## src/sv/spr_pkg.sv

```systemverilog
package spr_pkg;

    localparam int COUNT_BITS_DEF    = 32;
    localparam int CAPACITY_BITS_DEF = 16;
    localparam int FIFO_DEPTH_DEF    = 4;

    localparam int HOLD_DEPTH  = 10;
    localparam int REWRITE_LEN = 7;
    localparam int DROP_LEN    = 11;
    localparam int SUBST_LEN   = 8;
    localparam int MAX_RES     = HOLD_DEPTH + 1;

    localparam int HC_W     = 4;
    localparam int IDX_W    = 4;
    localparam int CFG_W    = 16;
    localparam int REPORT_W = 32;
    localparam int CLEAN_W  = 16;

    localparam logic [0:REWRITE_LEN-1][7:0] PAT_REWRITE = "ancient";
    localparam logic [0:DROP_LEN-1][7:0]    PAT_DROP    = "understood.";
    localparam logic [0:SUBST_LEN-1][7:0]   SUBST_TEXT  =
        {8'h41, 8'h75, 8'h6e, 8'h63, 8'h69, 8'h65, 8'h6e, 8'h74};

    typedef enum logic [2:0] {
        KIND_NONE    = 3'b001,
        KIND_REWRITE = 3'b010,
        KIND_DROP    = 3'b100
    } t_kind;

    typedef struct packed {
        logic [0:MAX_RES-1][7:0] bytes;
        logic [IDX_W-1:0]        n;
        logic                    last;
        logic [REPORT_W-1:0]     replaced;
        logic [REPORT_W-1:0]     removed;
        logic [REPORT_W-1:0]     raw;
        logic [CLEAN_W-1:0]      clean;
        logic                    truncated;
    } t_desc;

    function automatic logic [7:0] fold_case(input logic [7:0] c);
        if (c >= "A" && c <= "Z") begin
            return c + 8'd32;
        end
        return c;
    endfunction

    function automatic logic [7:0] phrase_char(input t_kind kind, input logic [HC_W-1:0] idx);
        logic [7:0] res;
        res = 8'd0;
        case (kind)
            KIND_REWRITE: begin
                for (int i = 0; i < REWRITE_LEN; i++) begin
                    if (idx == HC_W'(i)) begin
                        res = PAT_REWRITE[i];
                    end
                end
            end
            KIND_DROP: begin
                for (int i = 0; i < DROP_LEN; i++) begin
                    if (idx == HC_W'(i)) begin
                        res = PAT_DROP[i];
                    end
                end
            end
            default: begin
                res = 8'd0;
            end
        endcase
        return res;
    endfunction

endpackage

```

## src/sv/spr_match.sv

```systemverilog
module spr_match import spr_pkg::*; #(
    parameter int COUNT_BITS    = COUNT_BITS_DEF,
    parameter int CAPACITY_BITS = CAPACITY_BITS_DEF
) (
    input  logic             i_clk,
    input  logic             i_rst_n,
    input  logic             i_valid,
    output logic             o_stall,
    input  logic [7:0]       i_in_byte,
    input  logic             i_in_last,
    input  logic [CFG_W-1:0] i_capacity,
    output logic             o_push,
    output t_desc            o_desc,
    input  logic             i_full
);

    logic                     r_iv;
    logic [7:0]               r_ib;
    logic                     r_il;
    logic [7:0]               r_held [HOLD_DEPTH];
    logic [HC_W-1:0]          r_hc;
    t_kind                    r_kind;
    logic [CAPACITY_BITS-1:0] r_emit;
    logic [COUNT_BITS-1:0]    r_rep;
    logic [COUNT_BITS-1:0]    r_rem;
    logic [COUNT_BITS-1:0]    r_raw;
    logic                     r_stopped;

    logic [CAPACITY_BITS+CFG_W-1:0] w_cap_x;
    logic [CAPACITY_BITS-1:0]       w_cap;
    logic [CAPACITY_BITS-1:0]       w_lim;
    logic [CAPACITY_BITS-1:0]       w_room;
    logic [CAPACITY_BITS-1:0]       w_hc_ext;
    logic [CAPACITY_BITS-1:0]       w_cnt_ext;
    logic [CAPACITY_BITS-1:0]       n_emit;
    logic                           w_stop_in;
    logic [7:0]                     w_fold;
    logic                           w_start_rw;
    logic                           w_start;
    logic [HC_W-1:0]                w_len;
    logic                           w_cont;
    logic                           w_done;
    logic                           w_restart;
    logic [IDX_W-1:0]               w_cnt;
    logic [IDX_W-1:0]               w_take;
    logic                           w_subst;
    t_kind                          n_kind;
    logic [HC_W-1:0]                n_hc;
    logic                           w_hold_we;
    logic [HC_W-1:0]                w_hold_idx;
    logic                           w_rep_inc;
    logic                           w_rem_inc;
    logic [COUNT_BITS-1:0]          n_rep;
    logic [COUNT_BITS-1:0]          n_rem;
    logic [COUNT_BITS-1:0]          n_raw;
    logic                           w_trunc;
    logic                           w_need_push;
    logic                           w_adv;
    logic                           w_fire;
    logic [COUNT_BITS+REPORT_W-1:0] w_rep_x;
    logic [COUNT_BITS+REPORT_W-1:0] w_rem_x;
    logic [COUNT_BITS+REPORT_W-1:0] w_raw_x;
    logic [CAPACITY_BITS+CLEAN_W-1:0] w_clean_x;
    logic [0:MAX_RES-1][7:0]        w_bytes;

    assign w_cap_x   = {{CAPACITY_BITS{1'b0}}, i_capacity};
    assign w_cap     = w_cap_x[CAPACITY_BITS-1:0];
    assign w_lim     = (w_cap == '0) ? '0 : w_cap - 1'b1;
    assign w_stop_in = r_stopped || (r_emit >= w_lim);
    assign w_room    = w_stop_in ? '0 : w_lim - r_emit;

    assign w_fold     = fold_case(r_ib);
    assign w_start_rw = (w_fold == PAT_REWRITE[0]);
    assign w_start    = w_start_rw || (w_fold == PAT_DROP[0]);
    assign w_len      = (r_kind == KIND_REWRITE) ? HC_W'(REWRITE_LEN) : HC_W'(DROP_LEN);
    assign w_cont     = (r_kind != KIND_NONE) && (r_hc < w_len)
                        && (w_fold == phrase_char(r_kind, r_hc));
    assign w_done     = (r_hc == w_len - HC_W'(1));
    assign w_hc_ext   = {{(CAPACITY_BITS-HC_W){1'b0}}, r_hc};
    assign w_restart  = w_start && (w_room > w_hc_ext);

    always_comb begin
        w_cnt      = '0;
        w_subst    = 1'b0;
        n_kind     = r_kind;
        n_hc       = r_hc;
        w_hold_we  = 1'b0;
        w_hold_idx = r_hc;
        w_rep_inc  = 1'b0;
        w_rem_inc  = 1'b0;
        if (!w_stop_in) begin
            if (r_kind == KIND_NONE) begin
                if (w_start) begin
                    n_kind     = w_start_rw ? KIND_REWRITE : KIND_DROP;
                    n_hc       = HC_W'(1);
                    w_hold_we  = 1'b1;
                    w_hold_idx = '0;
                    w_cnt      = r_il ? IDX_W'(1) : '0;
                end else begin
                    w_cnt = IDX_W'(1);
                end
            end else if (w_cont) begin
                if (w_done) begin
                    n_kind = KIND_NONE;
                    n_hc   = '0;
                    if (r_kind == KIND_REWRITE) begin
                        w_subst   = 1'b1;
                        w_cnt     = IDX_W'(SUBST_LEN);
                        w_rep_inc = 1'b1;
                    end else begin
                        w_rem_inc = 1'b1;
                    end
                end else begin
                    w_hold_we = 1'b1;
                    n_hc      = r_hc + HC_W'(1);
                    w_cnt     = r_il ? r_hc + IDX_W'(1) : '0;
                end
            end else begin
                if (w_restart) begin
                    n_kind     = w_start_rw ? KIND_REWRITE : KIND_DROP;
                    n_hc       = HC_W'(1);
                    w_hold_we  = 1'b1;
                    w_hold_idx = '0;
                    w_cnt      = r_il ? r_hc + IDX_W'(1) : r_hc;
                end else begin
                    n_kind = KIND_NONE;
                    n_hc   = '0;
                    w_cnt  = r_hc + IDX_W'(1);
                end
            end
        end
    end

    assign w_cnt_ext = {{(CAPACITY_BITS-IDX_W){1'b0}}, w_cnt};
    assign w_take    = (w_room < w_cnt_ext) ? w_room[IDX_W-1:0] : w_cnt;
    assign n_emit    = r_emit + {{(CAPACITY_BITS-IDX_W){1'b0}}, w_take};
    assign w_trunc   = w_stop_in || (n_emit >= w_lim);
    assign n_raw     = r_raw + COUNT_BITS'(1);
    assign n_rep     = r_rep + COUNT_BITS'(w_rep_inc);
    assign n_rem     = r_rem + COUNT_BITS'(w_rem_inc);

    assign w_need_push = (w_take != '0) || r_il;
    assign w_adv       = !r_iv || !w_need_push || !i_full;
    assign w_fire      = r_iv && w_adv;
    assign o_stall     = !w_adv;
    assign o_push      = w_fire && w_need_push;

    always_comb begin
        for (int i = 0; i < HOLD_DEPTH; i++) begin
            if (HC_W'(i) < r_hc) begin
                w_bytes[i] = r_held[i];
            end else if (HC_W'(i) == r_hc) begin
                w_bytes[i] = r_ib;
            end else begin
                w_bytes[i] = 8'd0;
            end
        end
        w_bytes[HOLD_DEPTH] = (r_hc == HC_W'(HOLD_DEPTH)) ? r_ib : 8'd0;
        if (w_subst) begin
            for (int i = 0; i < MAX_RES; i++) begin
                w_bytes[i] = (i < SUBST_LEN) ? SUBST_TEXT[i] : 8'd0;
            end
        end
    end

    assign w_rep_x   = {{REPORT_W{1'b0}}, n_rep};
    assign w_rem_x   = {{REPORT_W{1'b0}}, n_rem};
    assign w_raw_x   = {{REPORT_W{1'b0}}, n_raw};
    assign w_clean_x = {{CLEAN_W{1'b0}}, n_emit};

    assign o_desc.bytes     = w_bytes;
    assign o_desc.n         = w_take;
    assign o_desc.last      = r_il;
    assign o_desc.replaced  = w_rep_x[REPORT_W-1:0];
    assign o_desc.removed   = w_rem_x[REPORT_W-1:0];
    assign o_desc.raw       = w_raw_x[REPORT_W-1:0];
    assign o_desc.clean     = w_clean_x[CLEAN_W-1:0];
    assign o_desc.truncated = w_trunc;

    always_ff @(posedge i_clk) begin
        if (!i_rst_n) begin
            r_iv      <= 1'b0;
            r_hc      <= '0;
            r_kind    <= KIND_NONE;
            r_emit    <= '0;
            r_rep     <= '0;
            r_rem     <= '0;
            r_raw     <= '0;
            r_stopped <= 1'b0;
        end else begin
            if (w_adv) begin
                r_iv <= i_valid;
            end
            if (w_fire) begin
                r_rep <= n_rep;
                r_rem <= n_rem;
                if (r_il) begin
                    r_hc      <= '0;
                    r_kind    <= KIND_NONE;
                    r_emit    <= '0;
                    r_raw     <= '0;
                    r_stopped <= 1'b0;
                end else begin
                    r_hc      <= n_hc;
                    r_kind    <= n_kind;
                    r_emit    <= n_emit;
                    r_raw     <= n_raw;
                    r_stopped <= w_trunc;
                end
            end
        end
    end

    always_ff @(posedge i_clk) begin
        if (w_adv) begin
            r_ib <= i_in_byte;
            r_il <= i_in_last;
        end
        for (int i = 0; i < HOLD_DEPTH; i++) begin
            if (w_fire && w_hold_we && (w_hold_idx == HC_W'(i))) begin
                r_held[i] <= r_ib;
            end
        end
    end

endmodule

```

## src/sv/spr_fifo.sv

```systemverilog
module spr_fifo import spr_pkg::*; #(
    parameter int DEPTH = FIFO_DEPTH_DEF
) (
    input  logic  i_clk,
    input  logic  i_rst_n,
    input  logic  i_push,
    input  t_desc i_desc,
    output logic  o_full,
    input  logic  i_pop,
    output t_desc o_head,
    output logic  o_empty
);

    localparam int PTR_W = (DEPTH > 1) ? $clog2(DEPTH) : 1;
    localparam int CNT_W = $clog2(DEPTH + 1);

    t_desc            r_mem [DEPTH];
    logic [PTR_W-1:0] r_wp;
    logic [PTR_W-1:0] r_rp;
    logic [CNT_W-1:0] r_cnt;

    assign o_full  = (r_cnt == CNT_W'(DEPTH));
    assign o_empty = (r_cnt == '0);
    assign o_head  = r_mem[r_rp];

    always_ff @(posedge i_clk) begin
        if (!i_rst_n) begin
            r_wp  <= '0;
            r_rp  <= '0;
            r_cnt <= '0;
        end else begin
            if (i_push) begin
                r_wp <= (r_wp == PTR_W'(DEPTH - 1)) ? '0 : r_wp + PTR_W'(1);
            end
            if (i_pop) begin
                r_rp <= (r_rp == PTR_W'(DEPTH - 1)) ? '0 : r_rp + PTR_W'(1);
            end
            if (i_push && !i_pop) begin
                r_cnt <= r_cnt + CNT_W'(1);
            end else if (!i_push && i_pop) begin
                r_cnt <= r_cnt - CNT_W'(1);
            end
        end
    end

    always_ff @(posedge i_clk) begin
        if (i_push) begin
            r_mem[r_wp] <= i_desc;
        end
    end

endmodule

```

## src/sv/spr_emit.sv

```systemverilog
module spr_emit import spr_pkg::*; (
    input  logic                i_clk,
    input  logic                i_rst_n,
    input  t_desc               i_head,
    input  logic                i_empty,
    output logic                o_pop,
    output logic                o_valid,
    input  logic                i_stall,
    output logic [7:0]          o_out_byte,
    output logic                o_out_valid,
    output logic                o_out_last,
    output logic [REPORT_W-1:0] o_replaced_count,
    output logic [REPORT_W-1:0] o_removed_count,
    output logic [REPORT_W-1:0] o_raw_count,
    output logic [CLEAN_W-1:0]  o_clean_count,
    output logic                o_truncated
);

    logic                r_ov;
    logic [IDX_W-1:0]    r_idx;
    logic [7:0]          r_byte;
    logic                r_bval;
    logic                r_last;
    logic [REPORT_W-1:0] r_rep;
    logic [REPORT_W-1:0] r_rem;
    logic [REPORT_W-1:0] r_raw;
    logic [CLEAN_W-1:0]  r_clean;
    logic                r_trunc;

    logic w_end;
    logic w_load;
    logic w_fin;

    assign w_end  = (i_head.n == '0) || (r_idx == i_head.n - IDX_W'(1));
    assign w_load = !i_empty && (!r_ov || !i_stall);
    assign w_fin  = i_head.last && w_end;
    assign o_pop  = w_load && w_end;

    always_ff @(posedge i_clk) begin
        if (!i_rst_n) begin
            r_ov  <= 1'b0;
            r_idx <= '0;
        end else begin
            if (w_load) begin
                r_ov  <= 1'b1;
                r_idx <= w_end ? '0 : r_idx + IDX_W'(1);
            end else if (!i_stall) begin
                r_ov <= 1'b0;
            end
        end
    end

    always_ff @(posedge i_clk) begin
        if (w_load) begin
            r_byte  <= (i_head.n == '0) ? 8'd0 : i_head.bytes[r_idx];
            r_bval  <= (i_head.n != '0);
            r_last  <= w_fin;
            r_rep   <= w_fin ? i_head.replaced : '0;
            r_rem   <= w_fin ? i_head.removed : '0;
            r_raw   <= w_fin ? i_head.raw : '0;
            r_clean <= w_fin ? i_head.clean : '0;
            r_trunc <= w_fin && i_head.truncated;
        end
    end

    assign o_valid          = r_ov;
    assign o_out_byte       = r_byte;
    assign o_out_valid      = r_bval;
    assign o_out_last       = r_last;
    assign o_replaced_count = r_rep;
    assign o_removed_count  = r_rem;
    assign o_raw_count      = r_raw;
    assign o_clean_count    = r_clean;
    assign o_truncated      = r_trunc;

endmodule

```

## src/sv/stream_phrase_rewrite_filter.sv

```systemverilog
// Phrase rewrite filter for a byte stream.
// The input channel (i_valid, o_stall) takes one text byte per item, with
// i_in_last on the final byte of a message. The output channel (o_valid,
// i_stall) gives one result per item: a byte with o_out_valid high, or a
// closing result with o_out_valid low when the final byte yields no byte.
// The counters and the truncated flag are reported on the result that
// carries o_out_last and read zero on all others.
// An input item is taken in every cycle while the result queue has room.
// The first result of an item passes through the input register, the result
// queue and the output register. An item yields up to eleven results, and
// the output register delivers one per cycle while i_stall is low, so the
// sustained rate is one item per cycle for text that passes through and one
// result per cycle in bursts. A four-entry queue of per-item results absorbs
// the bursts; when it fills, o_stall rises until the output side drains it.
// When the receiver stalls, the output register holds its result unchanged.
// The capacity register is written through i_cfg_wr_en and i_cfg_wr_data.
// Reset clears all message state and counters, empties the queue and sets
// the capacity to its largest value.
module stream_phrase_rewrite_filter import spr_pkg::*; #(
    parameter int COUNT_BITS    = COUNT_BITS_DEF,
    parameter int CAPACITY_BITS = CAPACITY_BITS_DEF,
    parameter int FIFO_DEPTH    = FIFO_DEPTH_DEF
) (
    input  logic                i_clk,
    input  logic                i_rst_n,
    input  logic                i_cfg_wr_en,
    input  logic [CFG_W-1:0]    i_cfg_wr_data,
    input  logic                i_valid,
    output logic                o_stall,
    input  logic [7:0]          i_in_byte,
    input  logic                i_in_last,
    output logic                o_valid,
    input  logic                i_stall,
    output logic [7:0]          o_out_byte,
    output logic                o_out_valid,
    output logic                o_out_last,
    output logic [REPORT_W-1:0] o_replaced_count,
    output logic [REPORT_W-1:0] o_removed_count,
    output logic [REPORT_W-1:0] o_raw_count,
    output logic [CLEAN_W-1:0]  o_clean_count,
    output logic                o_truncated
);

    logic [CFG_W-1:0] r_cap;
    logic             w_push;
    logic             w_full;
    logic             w_pop;
    logic             w_empty;
    t_desc            w_desc;
    t_desc            w_head;

    always_ff @(posedge i_clk) begin
        if (!i_rst_n) begin
            r_cap <= '1;
        end else if (i_cfg_wr_en) begin
            r_cap <= i_cfg_wr_data;
        end
    end

    spr_match #(
        .COUNT_BITS    (COUNT_BITS),
        .CAPACITY_BITS (CAPACITY_BITS)
    ) u_match (
        .i_clk      (i_clk),
        .i_rst_n    (i_rst_n),
        .i_valid    (i_valid),
        .o_stall    (o_stall),
        .i_in_byte  (i_in_byte),
        .i_in_last  (i_in_last),
        .i_capacity (r_cap),
        .o_push     (w_push),
        .o_desc     (w_desc),
        .i_full     (w_full)
    );

    spr_fifo #(
        .DEPTH (FIFO_DEPTH)
    ) u_fifo (
        .i_clk   (i_clk),
        .i_rst_n (i_rst_n),
        .i_push  (w_push),
        .i_desc  (w_desc),
        .o_full  (w_full),
        .i_pop   (w_pop),
        .o_head  (w_head),
        .o_empty (w_empty)
    );

    spr_emit u_emit (
        .i_clk            (i_clk),
        .i_rst_n          (i_rst_n),
        .i_head           (w_head),
        .i_empty          (w_empty),
        .o_pop            (w_pop),
        .o_valid          (o_valid),
        .i_stall          (i_stall),
        .o_out_byte       (o_out_byte),
        .o_out_valid      (o_out_valid),
        .o_out_last       (o_out_last),
        .o_replaced_count (o_replaced_count),
        .o_removed_count  (o_removed_count),
        .o_raw_count      (o_raw_count),
        .o_clean_count    (o_clean_count),
        .o_truncated      (o_truncated)
    );

    a_no_push_when_full : assert property (@(posedge i_clk) disable iff (!i_rst_n)
        w_push |-> !w_full)
        else $error("queue written while full");

    a_no_pop_when_empty : assert property (@(posedge i_clk) disable iff (!i_rst_n)
        w_pop |-> !w_empty)
        else $error("queue read while empty");

    a_empty_result_closes : assert property (@(posedge i_clk) disable iff (!i_rst_n)
        (o_valid && !o_out_valid) |-> o_out_last)
        else $error("empty result that does not close a message");

    a_stats_only_on_last : assert property (@(posedge i_clk) disable iff (!i_rst_n)
        (o_valid && !o_out_last) |-> (o_clean_count == '0 && !o_truncated))
        else $error("statistics reported before the end of a message");

endmodule
```

## config.mk

```make
export PLATFORM = sky130hd
export DESIGN_NAME = stream_phrase_rewrite_filter
export DESIGN_NICKNAME = d
export VERILOG_FILES = /design/src/sv/spr_pkg.sv /design/src/sv/spr_match.sv /design/src/sv/spr_fifo.sv /design/src/sv/spr_emit.sv /design/src/sv/stream_phrase_rewrite_filter.sv
export SDC_FILE = /design/constraint.sdc
export NUM_CORES = 1
export LEC_CHECK = 0
export BUFFER_PORTS_ARGS = -buffer_cell sky130_fd_sc_hd__buf_4
export CELL_PAD_IN_SITES_DETAIL_PLACEMENT = 0
export CELL_PAD_IN_SITES_GLOBAL_PLACEMENT = 1
export CORE_MARGIN = 4
export CORE_UTILIZATION = 55
export DETAILED_ROUTE_END_ITERATION = 8
export HOLD_SLACK_MARGIN = 0.02
export PLACE_DENSITY = 0.81
export SLEW_MARGIN = 30
export SYNTH_ARGS = -nofsm -noshare
export SYNTH_HDL_FRONTEND = slang
export SYNTH_SLANG_ARGS = --single-unit
```

## constraint.sdc

```tcl
create_clock -name i_clk -period 23.4 [get_ports i_clk]
set_input_delay 4.68 -clock i_clk [delete_from_list [all_inputs] [get_ports i_clk]]
set_output_delay 4.68 -clock i_clk [all_outputs]
set_load 0.02 [all_outputs]
```

# ---- After elaboration in Yosys (flattened, before gate mapping)
# Memories as Yosys holds them, arrays and structs flattened. A register that Yosys moved wholly into a read port is not among the register bits.
# Cells that the tools add are included.
dict set report word_totals {
  regBits 281
  ramBits 904
  input_bits 30
  out_inout_bits 125
  wordCells 321
  memories 2
}
# name words word_bits rd rd_clocked_by_memory_dff wr line_no
set memory_table {}
lappend memory_table {u_fifo.r_mem 4 206 1 1 1 spr_fifo.sv:17} ;# t_desc r_mem [DEPTH];
lappend memory_table {u_match.r_held 10 8 10 0 1 spr_match.sv:20} ;# logic [7:0] r_held [HOLD_DEPTH];
dict set report classes {
  addsub 15
  n_lt_le_gt_ge 18
  n_eq_ne 44
  n_mux 158
  n_bitwise 1
  reduce_logical 59
}
# operator count
set ops {}
lappend ops {{two-way mux 8 bit} 34}
lappend ops {{two-way mux 4 bit} 32}
lappend ops {{two-way mux 7 bit} 18}
lappend ops {{two-way mux 88 bit} 1}
lappend ops {{OR reduction 8 bit} 9}
lappend ops {{adder 32 x 1 -> 32 bit} 2}
lappend ops {{two-way mux 1 bit} 53}
lappend ops {{two-way mux 16 bit} 3}
lappend ops {{adder 32 x 1 -> 32 bit (second input constant)} 1}
lappend ops {{binary-select mux 8 bit (select 4 bit)} 1}
lappend ops {{equality test 4 x 3 -> 1 bit (second input constant)} 8}
lappend ops {{greater-or-equal comparator 16 bit} 2}
lappend ops {{two-way mux 32 bit} 1}
lappend ops {{two-way mux 3 bit} 10}
lappend ops {{logical AND 1 bit} 23}
lappend ops {{equality test 4 bit (second input constant)} 5}
lappend ops {{adder 16 x 4 -> 16 bit} 1}
lappend ops {{equality test 3 x 4 -> 1 bit (first input constant)} 4}
lappend ops {{equality test 4 x 2 -> 1 bit (second input constant)} 4}
lappend ops {{equality test 8 x 7 -> 1 bit (second input constant)} 2}
lappend ops {{greater-than comparator 16 x 4 -> 1 bit} 1}
lappend ops {{logical NOT 16 bit} 1}
lappend ops {{< comparator 16 x 4 -> 1 bit} 1}
lappend ops {{< comparator 3 x 4 -> 1 bit (first input constant)} 4}
lappend ops {{39 further kinds} 74}

# ---- Longest topological paths before layout
# Gate-level depths: netlist (run 1).
dict set report logic_depth {
  word_depth 40
  mapped_depth 51
  depth_no_buf 50
}

# ---- Hierarchy
# A second synthesis (run 1) with hierarchy kept.
dict set report hier_totals {
  cells_unflattened 3263
  area_unflattened_um2 50128.1
}
# module n_inst cells_per_inst area_each_um2 seq_area_each_um2
set modules_own_cells {}
lappend modules_own_cells {spr_fifo 1 1120 30168.9 24923.9}
lappend modules_own_cells {spr_match 1 1682 13706.9 5094.9}
lappend modules_own_cells {spr_emit 1 409 5671.7 3793.6}
lappend modules_own_cells {stream_phrase_rewrite_filter 1 52 580.6 320.3}

# ---- Worst setup path after synthesis (run 1)
# OpenSTA, ideal clock, no wires.
dict set report synth_timing {
  path_kind {input -> register}
  startpoint {input i_stall}
  endpoint {register u_fifo.r_cnt[2]}
  setup_time_ps 71
  arrival_time_ps 12545
  required_time_ps 23329
  setup_slack_ps 10784
  stages 9
  path_buffers 0
  path_cell_list {a21oi_1 > and2_1 > inv_1 > ha_1 > inv_1 > fa_1 > xor2_1 > or3_1 > a21oi_1}
}
dict set report synth_between {
  elab_chain_cells 7
  word_cells_on_any_way 9
  cone_classes {1 x mux; 8 x reduce/logical}
}
# item line_no
set synth_lines {}
lappend synth_lines {{start, declared} stream_phrase_rewrite_filter.sv:33} ;# input logic i_stall,
lappend synth_lines {{logical NOT 1 bit (*)} spr_emit.sv:35} ;# assign w_load = !i_empty && (!r_ov || !i_stall);
lappend synth_lines {{logical OR 1 bit (*)} spr_emit.sv:35}
lappend synth_lines {{logical AND 1 bit (*)} spr_emit.sv:35}
lappend synth_lines {{logical AND 1 bit (*)} spr_emit.sv:37} ;# assign o_pop = w_load && w_end;
lappend synth_lines {{logical NOT 1 bit} spr_fifo.sv:38} ;# if (i_push && !i_pop) begin
lappend synth_lines {{logical AND 1 bit} spr_fifo.sv:38}
lappend synth_lines {{two-way mux 3 bit or nonzero test 2 bit (tied branches)} -}
lappend synth_lines {{end signal, assigned} spr_fifo.sv:39} ;# r_cnt <= r_cnt + CNT_W'(1);
lappend synth_lines {{end signal, assigned} spr_fifo.sv:41} ;# r_cnt <= r_cnt - CNT_W'(1);
lappend synth_lines {{end, declared} spr_fifo.sv:20} ;# logic [CNT_W-1:0] r_cnt;
# Mark *: on every way between the ends. The rest lies on a longest branch, timed or not.
# A chain may end at the register's enable or synchronous reset.

# ---- Worst setup path in the final report (run 1)
dict set report layout_timing {
  startpoint {register r_cap[7]}
  endpoint {output o_stall}
}
dict set report layout_between {
  elab_chain_cells 19
  word_cells_on_any_way 21
  cone_classes {2 x add/sub; 3 x order compare; 7 x mux; 9 x reduce/logical}
}
# item line_no
set layout_lines {}
lappend layout_lines {{start, declared} stream_phrase_rewrite_filter.sv:44} ;# logic [CFG_W-1:0] r_cap;
lappend layout_lines {{start signal, assigned} stream_phrase_rewrite_filter.sv:56} ;# r_cap <= i_cfg_wr_data;
lappend layout_lines {{subtractor 16 x 1 -> 16 bit or logical NOT 16 bit (tied branches)} spr_match.sv:68} ;# assign w_lim = (w_cap == '0) ? '0 : w_cap - 1'b1;
lappend layout_lines {{two-way mux 16 bit (*)} spr_match.sv:68}
lappend layout_lines {{greater-or-equal comparator 16 bit} spr_match.sv:69} ;# assign w_stop_in = r_stopped || (r_emit >= w_lim);
lappend layout_lines {{logical OR 1 bit} spr_match.sv:69}
lappend layout_lines {{two-way mux 16 bit} spr_match.sv:70} ;# assign w_room = w_stop_in ? '0 : w_lim - r_emit;
lappend layout_lines {{greater-than comparator 16 x 4 -> 1 bit} spr_match.sv:80} ;# assign w_restart = w_start && (w_room > w_hc_ext);
lappend layout_lines {{logical AND 1 bit} spr_match.sv:80}
lappend layout_lines {{two-way mux 4 bit} spr_match.sv:119} ;# if (w_restart) begin
lappend layout_lines {{[2 not listed]} -}
lappend layout_lines {{two-way mux 4 bit} spr_match.sv:91} ;# if (!w_stop_in) begin
lappend layout_lines {{< comparator 16 x 4 -> 1 bit} spr_match.sv:135} ;# assign w_take = (w_room < w_cnt_ext) ? w_room[IDX_W-1:0] : w_cnt;
lappend layout_lines {{two-way mux 4 bit (*)} spr_match.sv:135}
lappend layout_lines {{nonzero test 4 bit (*)} spr_match.sv:142} ;# assign w_need_push = (w_take != '0) || r_il;
lappend layout_lines {{logical OR 1 bit (*)} spr_match.sv:142}
lappend layout_lines {{logical NOT 1 bit (*)} spr_match.sv:143} ;# assign w_adv = !r_iv || !w_need_push || !i_full;
lappend layout_lines {{logical OR 1 bit (*) (2 in a row)} spr_match.sv:143}
lappend layout_lines {{logical NOT 1 bit (*)} spr_match.sv:145} ;# assign o_stall = !w_adv;
lappend layout_lines {{end, declared} stream_phrase_rewrite_filter.sv:29} ;# output logic o_stall,
# Marked as above.

==> results of run 1 <==
## area by class of cell
type,instances,area [µm²],share of cell area (%)
antenna,1,2.50,0.00440
clock buffer,167,3360,5.91
clock inverter,54,572,1.01
inverter,98,368,0.647
multi-input combinational,1827,15300,26.9
sequential,1187,34100,60.1
tap,1176,1470,2.59
timing repair buffer,206,1630,2.87
## where the power goes
| group | internal, mW | total [mW] | switching, mW |
|---|---|---|---|
| registers | 2.54 | 2.61 | 0.0697 |
| logic | 0.380 | 0.990 | 0.610 |
| clock network | 1.11 | 1.89 | 0.777 |
| total | 4.03 | 5.49 | 1.46 |
## cells in the final DEF (no fill, tap or decap), types with 31 or more instances in the layout
master and n:
mux4_2 221, inv_1 92, edfxtp_1 1036, xor2_1 42, and3_1 141, o21ai_0 114, buf_4 192, or3_1 54
nor2_1 124, clkbuf_16 121, a21oi_1 128, dfxtp_1 146, nand3_1 141, mux2i_1 48, xnor2_1 94, nand2_1 220
nor3_1 31, ha_1 63
## kinds of logic (layout without fill, tap and decap cells)
| group | Yosys count | count (layout) | share of synthesized area [%] |
|---|---|---|---|
| other | 0 | 1 | 0 |
| multiplexers | 274 | 274 | 11.0 |
| flip-flops | 1187 | 1187 | 67.6 |
| AO/OA/AOI/OAI | 460 | 460 | 5.82 |
| AND/OR/NAND/NOR | 890 | 890 | 9.25 |
| adder cells (fa/ha/maj) | 67 | 67 | 1.70 |
| XOR/XNOR | 136 | 136 | 2.36 |
| buffers and inverters | 294 | 525 | 2.30 |
## registers in the layout, summed over array words and instances (netlist names), 8 cells and up, named ones only
name and flops:
u_match.r_emit 16, u_match.r_rem 32, u_match.r_ib 8, u_emit.o_replaced_count 32, u_fifo.r_mem 824, u_match.r_held 80
r_cap 16, u_match.r_raw 32, u_emit.o_raw_count 32, u_emit.o_removed_count 32, u_emit.o_clean_count 16, u_emit.o_out_byte 8
u_match.r_rep 32
## routing by layer
metal / wire length [µm] / up-vias
met2: 54600 / 986
met4: 2920 / 0
met1: 47900 / 14700
met3: 6920 / 185
met5: 0 / -
li1: - / 13100
## path summary, 6_finish.rpt
kind | start | cells past startpoint | slack (ps) | endpoint
setup / recovery | r_cap[7]$_SDFFE_PN1P_ | 33 | 9440 | o_stall
setup reg to reg | r_cap[7]$_SDFFE_PN1P_ | 43 | 12190 | u_fifo.r_mem[2][0]$_DFFE_PP_
hold / removal | u_match.r_emit[14]$_SDFFE_PN0P_ | 2 | 480 | u_match.r_emit[14]$_SDFFE_PN0P_
hold reg to reg | u_match.r_emit[14]$_SDFFE_PN0P_ | 2 | 480 | u_match.r_emit[14]$_SDFFE_PN0P_
## tightest hold or removal path, stage by stage, from the launching register on
cell	delay [ps]
dfxtp_1	310
nand3_1	60
o21ai_0	60
==> metrics.md, run 1 <==
| Metric | Value |
|---|---|
| Design area | ~57000 µm² |
| Peak Freq | 71.6 MHz |
| DRC | 0 |
| Slew HR | about 34% |
| CTS Root Cell | clkbuf_16 |
| Worst-Skew Late Latency | 700 ps |
| Initial Util | 55.8% |
| Crit path kind | reg -> out |
| Pin count of the biggest net entering global routing | 125 |
| Pleak | 19.5 nW |
| Final ANT Viol Nets | 0 |
| Clk buf depth | 3 |
| Layout Utilization | 62.8% |
| Met1 Track Usage GR | 32.6% |
| Grt ovf | 0 |
| Post-DP Area | 52800 µm² |
| Total setup buffers inserted after CTS | 0 |
| Die width | 311 µm |
| CTS Buf Count | about 120 |
| Final Hold Violating Endpoints | 0 |
| Mean Syn Cell Area | 15.3 µm² |
| Worst EP required | around 19000 ps |
| Fill count | 6454 |
| Outcome | complete, no violations |
| Grt peak-use layer | met2 |
| MaxCap Viol Count | 0 |
| WP data arrival | 9280 ps |
| RSZ-0062 raised after global routing | false |
| Die ar. | 96700 µm² |
| Most numerous cell in the Yosys netlist | edfxtp_1 |
| Top_reg_cell synth | edfxtp_1 |
| Routed Wire Length | 112000 µm |
| Reg clk slew, reported paths | 60 ps |
| CP max stage delay | between 600 and 700 ps |
| Pwr Total | around 5.5 mW |
| First-pass GRT wire length | 175000 µm |
| CTS tree | done |
| Power Density | 96.6 nW/µm² |
| Synth cell count leaders | edfxtp_1, mux4_2, nand2_1, dfxtp_1 |
| Synth Net Count | approximately 3400 |
| Die Height | ~310 µm |
| Crit path max-delay cell type | a21o_1 |
| Register area share after synthesis | a little under 70% |
| Ys async rst share | 0% |
| # H-tree levels | 3 |
| Post-Synthesis Cells | 3308 |
| Final Cycle Share | about three fifths |
| Rows | 110 |
| Fin crit period | 13960 ps |
| Starting DRT DRC Count | 2706 |
| WP buf/inv | 5 |
| Synth top area cells | edfxtp_1, mux4_2, dfxtp_1 |
| Slew @ Worst Pin | 977 ps |
| Met2 Usage GRT | 37.7% |
| Mapped cell area | 50500 µm² |
| DP HPWL | 67500 µm |
| Ports | roughly 160 |
| Post-place setup slack | 10240 ps |
| Core area | 90600 µm² |
| Fin Setup TNS | 0 ps |
| CP max FO | 16 |
| Sink Count | 1187 |
| Area Growth Syn to Fin | 12.6% |
| HP Class | reg -> reg |
| Startpoint types | flop |
| Crit path max-delay family | simple AND/OR/NAND/NOR gates |
| Drt pass-1 iters | 5 |
| Vias in the first global route | 29700 |
| Dpl cells | between 4000 and 5000 |
| Setup crit end kind | output pin |
| Yosys reg bits | 1187 |
| Met3 GRT Util | under 10% |
| Vias/cell | 6.15 |
| Max Clock Skew | between 30 and 40 ps |
| Total track usage | 23.2% |
| Port-buffer cells | 154 |
| Post-synth EDFFs | between 1000 and 1500 |
| Routed len/inst | around 24 µm |
| Final setup viols | 0 |
| Worst Slack Setup Final | 9440 ps |
| Yosys cell types | 91 |
| Final hold slack | between 400 and 500 ps |
| Cts hold-fix bufs | 0 |
| Synth top area share | 61.6% |
| Share of cells above drive strength 1 | between 10% and 20% |
| Max VDD drop | around 0.089 mV |
| Initial antenna violation count | 1 |
| Synth warn | 0 |
| Post-CTS resize count | 0 |
| RePlAce Congestion | 0.863 |
| Fin nets | 3533 |
| Via count | just under 30000 |
| Slew Viols, Final | 0 |
| Final cell count without fillers | 4716 |
| Cell taking the most area after synthesis | edfxtp_1 |
(Power assumes the default switching activity.)
==> run 2, diff against run 1 <==
Settings changed: CORE_UTILIZATION 55 to 53, PLACE_DENSITY 0.81 to 0.79.
Clock period 23.4 ns to 14.25 ns, I/O delays scaled along.
==> metrics.md, run 2 (synthesis gave the netlist of run 1 again) <==
| Metric | Value |
|---|---|
| Starting DRT DRC Count | 2754 |
| CTS Buf Count | 117 |
| Vias in the first global route | around 30000 |
| Initial antenna violation count | 0 |
| Pleak | 19.5 nW |
| Hold depth | 2 |
| CP max stage delay | 600 ps |
| First-pass GRT wire length | 173000 µm |
| MaxCap Viol Count | 0 |
| Crit path max-delay cell type | or4_1 |
| HP Class | reg -> reg |
| Die ar. | 100000 µm² |
| Startpoint types | flop |
| CTS Root Cell | clkbuf_16 |
| Most frequent cells in the layout | edfxtp_1, mux4_2, nand2_1 |
| Vias/cell | 6.07 |
| Max Clock Skew | 28.1 ps |
| Total track usage | 22.5% |
| Largest registers | u_fifo.r_mem x824, u_match.r_held x80 |
| Sw frac | 26.7% |
| Cell Int Power | 6.67 mW |
| Slew Viols, Final | 0 |
| Final ANT Viol Nets | 0 |
| Fin nets | 3531 |
| Fin Setup TNS | 0 ps |
| DP HPWL | 67100 µm |
| Power Density | 160 nW/µm² |
| DRC | 0 |
| Sink Count | 1187 |
| Clock Power Share | 34.9% |
| Setup crit end kind | output pin |
| Pin count of the biggest net entering global routing | about 110 |
| Share of cells above drive strength 1 | 18.9% |
| Crit path kind | reg -> out |
| Max VDD drop | 0.199 mV |
| Post-CTS resize count | 0 |
| Initial Util | 53.8% |
| Dpl cells | 4569 |
| Via count | between 20000 and 30000 |
| Clk buf depth | 3 |
| # H-tree levels | 3 |
| Final Hold Violating Endpoints | 0 |
| Worst-Skew Late Latency | 700 ps |
| RePlAce Congestion | 0.840 |
| Rows | 112 |
| Max FFs per register | 824 |
| Area Growth Syn to Fin | 12.9% |
| Final Cycle Share | 84.0% |
| Outcome | complete, no violations |
| Sw power | 2.43 mW |
| Combinational power share | between 10% and 20% |
| Slew HR | 31.0% |
| Worst EP required | 11400 ps |
| CTS tree | done |
| Worst Hold End | u_match.r_emit[11]$_SDFFE_PN0P_ |
| Final setup viols | 0 |
| Slew @ Worst Pin | 1030 ps |
| WP data arrival | 9120 ps |
| Final cell count without fillers | 4792 |
| CP max FO | 16 |
| Peak Freq | 83.5 MHz |
| Min-delay src | u_match.r_emit[11]$_SDFFE_PN0P_ |
| Ports | roughly 160 |
| Die Height | 317 µm |
| Worst R2R Setup Slack | between 3000 and 4000 ps |
| Fin crit period | 11970 ps |
| R2R depth | 43 |
| Reg clk slew, reported paths | about 60 ps |
| Die width | 317 µm |
| Total setup buffers inserted after CTS | 0 |
| Routed len/inst | 23.4 µm |
| Cts hold-fix bufs | 0 |
| Routed Wire Length | 112000 µm |
| Worst r2r src | r_cap[7]$_SDFFE_PN1P_ |
| Seq pwr share | 47.3% |
| Core area | 93900 µm² |
| RSZ-0062 raised after global routing | false |
| Largest register by flop count | u_fifo.r_mem |
| Grt ovf | 0 |
| Worst reg2reg path endpoint | u_fifo.r_mem[3][0]$_DFFE_PP_ |
| Drt pass-1 iters | 6 |
| Port-buffer cells | 154 |
| Commonest non-fill, non-tap cell in the layout | edfxtp_1 |
[run 2: cell count changes in the layout (fill, tap and decap cells not counted), moves of 4 or more]
cell,previous run,this run
clkbuf_8,16,3
bufinv_16,10,18
clkinvlp_4,4,10
buf_12,1,6
buf_6,10,5
clkbuf_1,30,26
[run 2: final cells by class]
class                      count  area, µm²
fill                        6948      36900
sequential                  1187      34100
multi-input combinational   1827      15300
clock buffer                 147       3090
timing repair buffer         204       1630
tap                         1254       1570
clock inverter                74        925
inverter                      98        368
antenna                        1       2.50
[run 2: worst max-delay path: cells and delay by family (launching register included)]
| family | cells | cell delay (ps) |
|---|---|---|
| DFF | 1 | 350 |
| muxes | 1 | 520 |
| AOI/OAI and AO/OA | 10 | 2530 |
| buffers and inverters | 5 | 680 |
| adders and majority gates | 5 | 1530 |
| and+or+nand+nor | 12 | 2780 |
[run 2: metal layers]
layer  share of wire, %  track usage, %  vias up
met3                6.1            3.15      162
met4                2.0            5.46        0
met5                  0               0        -
met2                 48            36.9      942
met1                 44            32.3    14900
li1                   -               -    13100
[run 2: per-stage QoR]
stage | power (mW) | setup WS (ps) | area [µm²] | hold WS, ps | util, %
floorplan | 5.43 | 1720 | 50500 | 444 | -
detailed placement | 6.02 | 2980 | 52900 | 462 | 56.4
global placement | 5.99 | 3190 | 52900 | 455 | 56.4
global route | 9.46 | 1300 | 57000 | 504 | 60.7
finish | 9.10 | 2280 | 57000 | 468 | 60.7
CTS | 9.20 | 2180 | 57000 | 473 | 60.7
[run 2: worst max-delay path by stage]
stage	from	endpoint	slack, ps	cells past startpoint
2_1_floorplan	r_cap[7]$_SDFFE_PN1P_	u_fifo.r_mem[3][0]$_DFFE_PP_	1720	34
3_3_place_gp	r_cap[7]$_SDFFE_PN1P_	o_stall	3190	33
3_5_place_dp	r_cap[7]$_SDFFE_PN1P_	o_stall	2980	33
4_1_cts	r_cap[7]$_SDFFE_PN1P_	o_stall	2180	33
5_1_grt	r_cap[7]$_SDFFE_PN1P_	o_stall	1300	33
6_report	r_cap[7]$_SDFFE_PN1P_	o_stall	2280	33
[run 2: power groups by stage]
stage                     combinational (mW)  sequential (mW)  clock, mW
final                                   1.62             4.30       3.18
after detailed placement                1.64             4.38          0
after CTS                               1.65             4.31       3.24
after floorplan                        0.779             4.65          0
after global placement                  1.62             4.37          0
after global routing                    1.74             4.33       3.39
